## config.mk

```make
export PLATFORM = sky130hd
export DESIGN_NAME = round_robin_tick_scheduler_core_flat
export DESIGN_NICKNAME = d
export VERILOG_FILES = /design/src/rtl/rrts_pkg.sv /design/src/rtl/rrts_in_if.sv /design/src/rtl/rrts_out_if.sv /design/src/rtl/round_robin_tick_scheduler_core.sv /design/src/flat_wrapper.sv
export SDC_FILE = /design/constraint.sdc
export NUM_CORES = 1
export LEC_CHECK = 0
export BUFFER_PORTS_ARGS = -buffer_cell sky130_fd_sc_hd__clkbuf_2
export CAP_MARGIN = 20
export CORE_UTILIZATION = 40
export DETAILED_ROUTE_END_ITERATION = 7
export PLACE_DENSITY_LB_ADDON = 0.1
export SYNTH_ARGS = -nofsm -noshare
export SYNTH_HDL_FRONTEND = slang
export SYNTH_SLANG_ARGS = --single-unit
```

## constraint.sdc

```tcl
create_clock -name clk -period 4.1 [get_ports clk]
set_input_delay 0.41 -clock clk [delete_from_list [all_inputs] [get_ports clk]]
set_output_delay 0.41 -clock clk [all_outputs]
set_load 0.05 [all_outputs]
```

## src/rtl/rrts_pkg.sv

```systemverilog
package rrts_pkg;

  localparam int ID_W   = 4;
  localparam int SVC_W  = 10;
  localparam int TIME_W = 16;
  localparam int Q_W    = 8;

  localparam logic ACT_TICK   = 1'b0;
  localparam logic ACT_ARRIVE = 1'b1;

  localparam logic [TIME_W-1:0] TIME_MAX = {TIME_W{1'b1}};

  typedef logic [ID_W-1:0]   id_t;
  typedef logic [SVC_W-1:0]  svc_t;
  typedef logic [TIME_W-1:0] time_t;
  typedef logic [Q_W-1:0]    quant_t;

  // one queue slot: process id, work left, arrival time
  typedef struct packed {
    id_t   id;
    svc_t  remaining;
    time_t arrival;
  } entry_t;

endpackage

```

## src/rtl/rrts_in_if.sv

```systemverilog
interface rrts_in_if;
  import rrts_pkg::*;

  logic valid;
  logic ready;
  logic action;
  id_t  proc_id;
  svc_t service_time;

  modport source (output valid, output action, output proc_id, output service_time,
                  input ready);
  modport sink (input valid, input action, input proc_id, input service_time,
                output ready);
endinterface

```

## src/rtl/rrts_out_if.sv

```systemverilog
interface rrts_out_if;
  import rrts_pkg::*;

  logic  valid;
  logic  ready;
  logic  ran;
  id_t   running_id;
  logic  finished;
  time_t finish_time;
  time_t turnaround;
  logic  queue_full;

  modport source (output valid, output ran, output running_id, output finished,
                  output finish_time, output turnaround, output queue_full,
                  input ready);
  modport sink (input valid, input ran, input running_id, input finished,
                input finish_time, input turnaround, input queue_full,
                output ready);
endinterface

```

## src/rtl/round_robin_tick_scheduler_core.sv

```systemverilog
// an arrival or a tick on an empty queue registers its result in the cycle after acceptance;
// a tick that serves a process registers the head slot read, then writes back the slot and
// registers its result; a new request is taken only when idle, so a serving tick holds off the
// next one until its write back, and a request waits while an earlier result is not taken
// reset (rst_n low, synchronous): queue empty, time 0, quantum register 1; queue memory
// contents are not cleared, so no clearing pass is needed
module round_robin_tick_scheduler_core #(
  parameter int MAX_PROCESSES = 16
) (
  input  logic                clk,
  input  logic                rst_n,
  rrts_in_if.sink             in_ch,
  rrts_out_if.source          out_ch,
  input  logic                cfg_we,
  input  logic [rrts_pkg::Q_W-1:0] cfg_wdata
);
  import rrts_pkg::*;

  localparam int PTR_W = (MAX_PROCESSES > 1) ? $clog2(MAX_PROCESSES) : 1;
  localparam int CNT_W = $clog2(MAX_PROCESSES + 1);
  localparam logic [PTR_W-1:0] LAST_SLOT = PTR_W'(MAX_PROCESSES - 1);
  localparam logic [CNT_W-1:0] FULL_CNT  = CNT_W'(MAX_PROCESSES);

  localparam logic ST_IDLE = 1'b0;
  localparam logic ST_EXEC = 1'b1;

  entry_t mem [MAX_PROCESSES];

  logic             state_r, state_nxt;
  logic [PTR_W-1:0] head_r, head_nxt;
  logic [PTR_W-1:0] tail_r, tail_nxt;
  logic [CNT_W-1:0] count_r, count_nxt;
  quant_t           quantum_r;
  quant_t           qleft_r, qleft_nxt;
  time_t            now_r, now_nxt;
  entry_t           rd_r;

  logic             out_valid_r, out_valid_nxt;
  logic             ran_r, ran_nxt;
  id_t              run_id_r, run_id_nxt;
  logic             fin_r, fin_nxt;
  time_t            fin_time_r, fin_time_nxt;
  time_t            turn_r, turn_nxt;
  logic             full_r, full_nxt;

  logic             mem_we;
  logic [PTR_W-1:0] mem_waddr;
  entry_t           mem_wdata;

  logic             accept;
  quant_t           eff_q;
  svc_t             rem;
  quant_t           ql_dec;

  function automatic logic [PTR_W-1:0] next_slot(input logic [PTR_W-1:0] p);
    next_slot = (p == LAST_SLOT) ? '0 : p + PTR_W'(1);
  endfunction

  assign in_ch.ready = (state_r == ST_IDLE) && (!out_valid_r || out_ch.ready);
  assign accept      = in_ch.valid && in_ch.ready;
  assign eff_q       = (quantum_r == '0) ? Q_W'(1) : quantum_r;
  assign rem         = (rd_r.remaining != '0) ? rd_r.remaining - SVC_W'(1) : '0;
  assign ql_dec      = (qleft_r != '0) ? qleft_r - Q_W'(1) : '0;

  always_comb begin
    state_nxt     = state_r;
    head_nxt      = head_r;
    tail_nxt      = tail_r;
    count_nxt     = count_r;
    qleft_nxt     = qleft_r;
    now_nxt       = now_r;
    out_valid_nxt = out_valid_r && !out_ch.ready;
    ran_nxt       = ran_r;
    run_id_nxt    = run_id_r;
    fin_nxt       = fin_r;
    fin_time_nxt  = fin_time_r;
    turn_nxt      = turn_r;
    full_nxt      = full_r;
    mem_we        = 1'b0;
    mem_waddr     = tail_r;
    mem_wdata     = '{id: in_ch.proc_id,
                      remaining: (in_ch.service_time == '0) ? SVC_W'(1) : in_ch.service_time,
                      arrival: now_r};

    unique case (state_r)
      ST_IDLE: begin
        if (accept) begin
          ran_nxt      = 1'b0;
          run_id_nxt   = '0;
          fin_nxt      = 1'b0;
          fin_time_nxt = '0;
          turn_nxt     = '0;
          full_nxt     = 1'b0;
          if (in_ch.action == ACT_ARRIVE) begin
            out_valid_nxt = 1'b1;
            if (count_r == FULL_CNT) begin
              full_nxt = 1'b1;
            end else begin
              mem_we    = 1'b1;
              tail_nxt  = next_slot(tail_r);
              count_nxt = count_r + CNT_W'(1);
              if (count_r == '0) begin
                qleft_nxt = eff_q;
              end
            end
          end else begin
            now_nxt = (now_r != TIME_MAX) ? now_r + TIME_W'(1) : TIME_MAX;
            if (count_r == '0) begin
              out_valid_nxt = 1'b1;
            end else begin
              // head slot is read this edge, served next cycle
              state_nxt = ST_EXEC;
            end
          end
        end
      end
      ST_EXEC: begin
        state_nxt     = ST_IDLE;
        out_valid_nxt = 1'b1;
        ran_nxt       = 1'b1;
        run_id_nxt    = rd_r.id;
        if (rem == '0) begin
          fin_nxt      = 1'b1;
          fin_time_nxt = now_r;
          turn_nxt     = now_r - rd_r.arrival;
          head_nxt     = next_slot(head_r);
          count_nxt    = count_r - CNT_W'(1);
          qleft_nxt    = eff_q;
        end else if (ql_dec == '0) begin
          // quantum used up: rotate head entry to the tail
          mem_we    = 1'b1;
          mem_waddr = tail_r;
          mem_wdata = '{id: rd_r.id, remaining: rem, arrival: rd_r.arrival};
          head_nxt  = next_slot(head_r);
          tail_nxt  = next_slot(tail_r);
          qleft_nxt = eff_q;
        end else begin
          mem_we    = 1'b1;
          mem_waddr = head_r;
          mem_wdata = '{id: rd_r.id, remaining: rem, arrival: rd_r.arrival};
          qleft_nxt = ql_dec;
        end
      end
      default: state_nxt = ST_IDLE;
    endcase
  end

  always_ff @(posedge clk) begin
    if (mem_we) begin
      mem[mem_waddr] <= mem_wdata;
    end
    rd_r <= mem[head_r];
  end

  always_ff @(posedge clk) begin
    if (!rst_n) begin
      state_r     <= ST_IDLE;
      head_r      <= '0;
      tail_r      <= '0;
      count_r     <= '0;
      quantum_r   <= Q_W'(1);
      qleft_r     <= Q_W'(1);
      now_r       <= '0;
      out_valid_r <= 1'b0;
    end else begin
      state_r     <= state_nxt;
      head_r      <= head_nxt;
      tail_r      <= tail_nxt;
      count_r     <= count_nxt;
      qleft_r     <= qleft_nxt;
      now_r       <= now_nxt;
      out_valid_r <= out_valid_nxt;
      if (cfg_we) begin
        quantum_r <= cfg_wdata;
      end
    end
  end

  always_ff @(posedge clk) begin
    ran_r      <= ran_nxt;
    run_id_r   <= run_id_nxt;
    fin_r      <= fin_nxt;
    fin_time_r <= fin_time_nxt;
    turn_r     <= turn_nxt;
    full_r     <= full_nxt;
  end

  assign out_ch.valid       = out_valid_r;
  assign out_ch.ran         = ran_r;
  assign out_ch.running_id  = run_id_r;
  assign out_ch.finished    = fin_r;
  assign out_ch.finish_time = fin_time_r;
  assign out_ch.turnaround  = turn_r;
  assign out_ch.queue_full  = full_r;

endmodule

```

## src/flat_wrapper.sv

```systemverilog
// flat-port wrapper written by rule: the top's interface ports become plain ports
module round_robin_tick_scheduler_core_flat import rrts_pkg::*;
#(
  parameter int MAX_PROCESSES = 16
)
  (clk, rst_n, cfg_we, cfg_wdata, in_ch_valid, in_ch_action, in_ch_proc_id, in_ch_service_time, in_ch_ready, out_ch_valid, out_ch_ran, out_ch_running_id, out_ch_finished, out_ch_finish_time, out_ch_turnaround, out_ch_queue_full, out_ch_ready);
  rrts_in_if in_ch_i ();
  rrts_out_if out_ch_i ();
  input  logic clk;
  input  logic rst_n;
  input  logic cfg_we;
  input  logic [rrts_pkg::Q_W-1:0] cfg_wdata;
  input wire logic [$bits(in_ch_i.valid)-1:0] in_ch_valid;
  input wire logic [$bits(in_ch_i.action)-1:0] in_ch_action;
  input wire logic [$bits(in_ch_i.proc_id)-1:0] in_ch_proc_id;
  input wire logic [$bits(in_ch_i.service_time)-1:0] in_ch_service_time;
  output wire logic [$bits(in_ch_i.ready)-1:0] in_ch_ready;
  output wire logic [$bits(out_ch_i.valid)-1:0] out_ch_valid;
  output wire logic [$bits(out_ch_i.ran)-1:0] out_ch_ran;
  output wire logic [$bits(out_ch_i.running_id)-1:0] out_ch_running_id;
  output wire logic [$bits(out_ch_i.finished)-1:0] out_ch_finished;
  output wire logic [$bits(out_ch_i.finish_time)-1:0] out_ch_finish_time;
  output wire logic [$bits(out_ch_i.turnaround)-1:0] out_ch_turnaround;
  output wire logic [$bits(out_ch_i.queue_full)-1:0] out_ch_queue_full;
  input wire logic [$bits(out_ch_i.ready)-1:0] out_ch_ready;
  assign in_ch_i.valid = in_ch_valid;
  assign in_ch_i.action = in_ch_action;
  assign in_ch_i.proc_id = in_ch_proc_id;
  assign in_ch_i.service_time = in_ch_service_time;
  assign in_ch_ready = in_ch_i.ready;
  assign out_ch_valid = out_ch_i.valid;
  assign out_ch_ran = out_ch_i.ran;
  assign out_ch_running_id = out_ch_i.running_id;
  assign out_ch_finished = out_ch_i.finished;
  assign out_ch_finish_time = out_ch_i.finish_time;
  assign out_ch_turnaround = out_ch_i.turnaround;
  assign out_ch_queue_full = out_ch_i.queue_full;
  assign out_ch_i.ready = out_ch_ready;
  round_robin_tick_scheduler_core #(.MAX_PROCESSES(MAX_PROCESSES)) u_core (.clk(clk), .rst_n(rst_n), .in_ch(in_ch_i), .out_ch(out_ch_i), .cfg_we(cfg_we), .cfg_wdata(cfg_wdata));
endmodule
```

==> impl_metrics.json <==
{
  "synth_mux_area_share_pct": 15.1,
  "rsz0062_at_grt": "no",
  "internal-power_mw": 10.1,
  "combPwrFrac_pct": 4.3,
  "grt_use_total_pct": 19.5,
  "cts.sinks": 596,
  "vias": 12400,
  "yosysWarnings": 0,
  "power_frac_seq_pct": 52.2,
  "gp_congestion": 0.786,
  "dp_slack_ns": 0.245,
  "clock_latency_ns": 0.60,
  "hold_violations": 0,
  "clockRootBuffer": "clkbuf_16",
  "ys_seq_elements": 596,
  "numCtsBuffers": 66,
  "syn_area_um2": 23800,
  "io_pins": 69,
  "ir_worst_vdd_mv": 0.309,
  "cts_setup_buffers": 0,
  "fillers": 4983,
  "drc_errors": 0,
  "dpl_cell_area_um2": 25700,
  "die_area_um2": 60600,
  "synth_compound_area_share_pct": 3.94,
  "drive_above_1_share_pct": 28.4,
  "dp_cells": 2153,
  "total_power_mw": 12.9,
  "firstDrtPassIters": 5,
  "cts_buffer_depth": 3,
  "yosys.area.top_type_share_pct": 65.4,
  "wl_mm": 57.2,
  "slew_headroom_pct": 25.5,
  "synth_top_area_cell": "edfxtp_1",
  "status": "finished, final reports clean",
  "clk_pin_slew_ns": 0.06,
  "swShare_pct": 21.2,
  "syn-instance-count": 1301,
  "fin_tns_setup_ns": 0,
  "syn_to_final_growth_pct": 16.4,
  "synth-xor-area-share_pct": 0.955,
  "tritoncts": "yes",
  "antenna_found_initial": 0,
  "chipHeight_um": 246,
  "final_nets": 1502,
  "drtAntennaViolNets": 0,
  "synth_adder_area_share_pct": 1.37,
  "synth.area.top_cells": "edfxtp_1 (65%), mux4_2 (14%), dfxtp_1 (6.5%), ha_1 (1.2%), nor2_1 (1.1%)",
  "finalWorstSetupSlack_ns": 0.256,
  "switching_power_mw": 2.73,
  "synth_nets": 1354,
  "synth_ff_type": "edfxtp_1",
  "n_antenna_cell": 0,
  "hold_buffers": 0,
  "start_util_pct": 40.5,
  "drt-initial-drc-count": 880,
  "overflow": 0,
  "fin_crit_sh_pct": 93.8,
  "drt-wirelength-per-cell_um": 25.2,
  "multi_input_area_um2": 6460,
  "hold_class": "in2reg",
  "via_per_inst": 5.46,
  "setup_viol": 0,
  "endpoint_kind": "flip-flop",
  "worstPathArrival_ns": 4.12,
  "criticalPathCategory": "reg2reg",
  "port_buffers": 68,
  "ys_top_cells_by_count": "edfxtp_1 (519), mux4_2 (150), dfxtp_1 (77)",
  "synth.distinct_cells": 74,
  "ctsResizeCount": 0,
  "async_flop_share_pct": 0,
  "synth_edf_count": 519,
  "stdcell_count": 2272,
  "leakage_nw": 9.46,
  "grt_max_degree": 55,
  "ys_seq_area_share_pct": 71.8,
  "path_max_fanout": 22,
  "die_x_um": 246,
  "startpoint_type": "flip-flop",
  "coreArea_um2": 58900,
  "regArea_um2": 17100,
  "synth_top_family_by_area": "multiplexers",
  "dpl.hpwl_mm": 34.7,
  "placementRows": 89,
  "fmax_mhz": 260,
  "fin_area_um2": 27700,
  "grt_pass1_vias": 12900,
  "clock_skew_ns": 0.0289,
  "yosysMostFrequentCell": "edfxtp_1",
  "worstPathRequired_ns": 4.38,
  "finalMaxSlewViolations": 0,
  "syn_avg_cell_area_um2": 18.3,
  "min_period_ns": 3.84,
  "htreeDepth": 3,
  "powerDensity_nw_per_um2": 464,
  "drv_cap": 0,
  "p_clk_share_pct": 43.6,
  "tightestPinTransition_ns": 1.11,
  "grt_pass1_wl_mm": 85.7,
  "synth-simple-area-share_pct": 5.12
}
-- layer usage --
metal | track usage [%] | part of all wire [%]
met5 | 0 | 0
met4 | 5.85 | 1.8
met3 | 3.80 | 5.1
met2 | 29.7 | 46
met1 | 28.2 | 47
-- placed cells by master, fill, tap and decap left out, drive strengths merged, types with 3 or more instances in the layout --
cell type / Yosys / final
nor4: 7 / 7
or4: 4 / 4
mux2: 8 / 8
dfxtp: 77 / 77
nor4b: 3 / 3
nor3: 15 / 15
a31oi: 5 / 5
mux4: 150 / 150
nor3b: 5 / 5
or3: 3 / 3
edfxtp: 519 / 519
and3: 8 / 8
nand4: 6 / 6
inv: 34 / 36
nand2: 59 / 59
a21oi: 38 / 38
nor2: 71 / 71
xnor2: 16 / 16
o21a: 3 / 3
and2: 20 / 20
clkinv: 1 / 17
or2: 3 / 3
nand2b: 6 / 6
xor2: 10 / 10
o31ai: 10 / 10
o21ai: 45 / 45
a211oi: 4 / 4
ha: 23 / 23
a32oi: 6 / 6
mux2i: 14 / 14
nand3: 19 / 19
nor2b: 9 / 9
a21o: 10 / 10
buf: 19 / 73
clkbuf: 42 / 167
-- logic make-up (layout without fill, tap and decap cells) --
group,count (synthesis),count (layout)
flip-flops,596,596
AND/OR/NAND/NOR,242,242
multiplexers,172,172
AO/OA/AOI/OAI,144,144
buffers and inverters,96,294
XOR/XNOR,26,26
adder cells (fa/ha/maj),25,25
-- sequential cells by signal, summed over array words and instances (netlist names), 5 cells and up --
name	cells
u_core.mem	480
u_core.out_ch.turnaround	16
u_core.now_r	16
u_core.qleft_r	8
u_core.out_ch.finish_time	16
u_core.rd_r	30
u_core.quantum_r	8
u_core.count_r	5
-- critical path, stage by stage (launching register included) --
cell	delay, ns
dfxtp_1	0.40
inv_1	0.07
ha_1	0.24
xnor2_1	0.16
and4b_2	0.25
a32oi_1	0.41
o31ai_4	0.16
nor2_2	0.35
a32oi_2	0.20
nor2_4	0.92
buf_4	0.35
-- area by class of cell --
| type | instances | area share (%) |
|---|---|---|
| clock inverters | 19 | 0.419 |
| flip-flops and latches | 596 | 61.8 |
| clock buffers | 99 | 6.92 |
| inverters | 35 | 0.473 |
| repair buffers | 141 | 3.68 |
| well taps | 773 | 3.49 |
| multi-input cells | 609 | 23.3 |
-- power groups by stage --
| stage | sequential (mW) | combinational [mW] | clock, mW |
|---|---|---|---|
| final | 6.71 | 0.550 | 5.60 |
| after floorplan | 6.90 | 0.284 | 0 |
| after CTS | 6.71 | 0.556 | 5.76 |
| after detailed placement | 6.84 | 0.553 | 0 |
| after global placement | 6.84 | 0.550 | 0 |
| after global routing | 6.72 | 0.601 | 5.98 |
-- path summary, 6_finish.rpt --
check / start / endpoint / slack (ns) / depth (start not counted)
min reg2reg: u_core.quantum_r[4]$_SDFFE_PN0P_ / u_core.qleft_r[4]$_SDFFE_PN0P_ / 0.48 / 2
max reg2reg: u_core.rd_r[16]$_DFF_P_ / u_core.mem[14][2]$_DFFE_PP_ / 0.26 / 10
min: cfg_wdata[0] / u_core.quantum_r[0]$_SDFFE_PN1P_ / 0.05 / 3
max: u_core.rd_r[16]$_DFF_P_ / u_core.mem[14][2]$_DFFE_PP_ / 0.26 / 10
-- stage by stage --
stage | hold WS (ns) | util, %
6_report | 0.0518 | 47.1
5_1_grt | 0.0585 | 47.1
4_1_cts | 0.0164 | 47.1
3_5_place_dp | 0.473 | 43.6
3_3_place_gp | 0.465 | 43.6
2_1_floorplan | 0.436 | -
No activity file was read; power rests on OpenSTA's default activity.
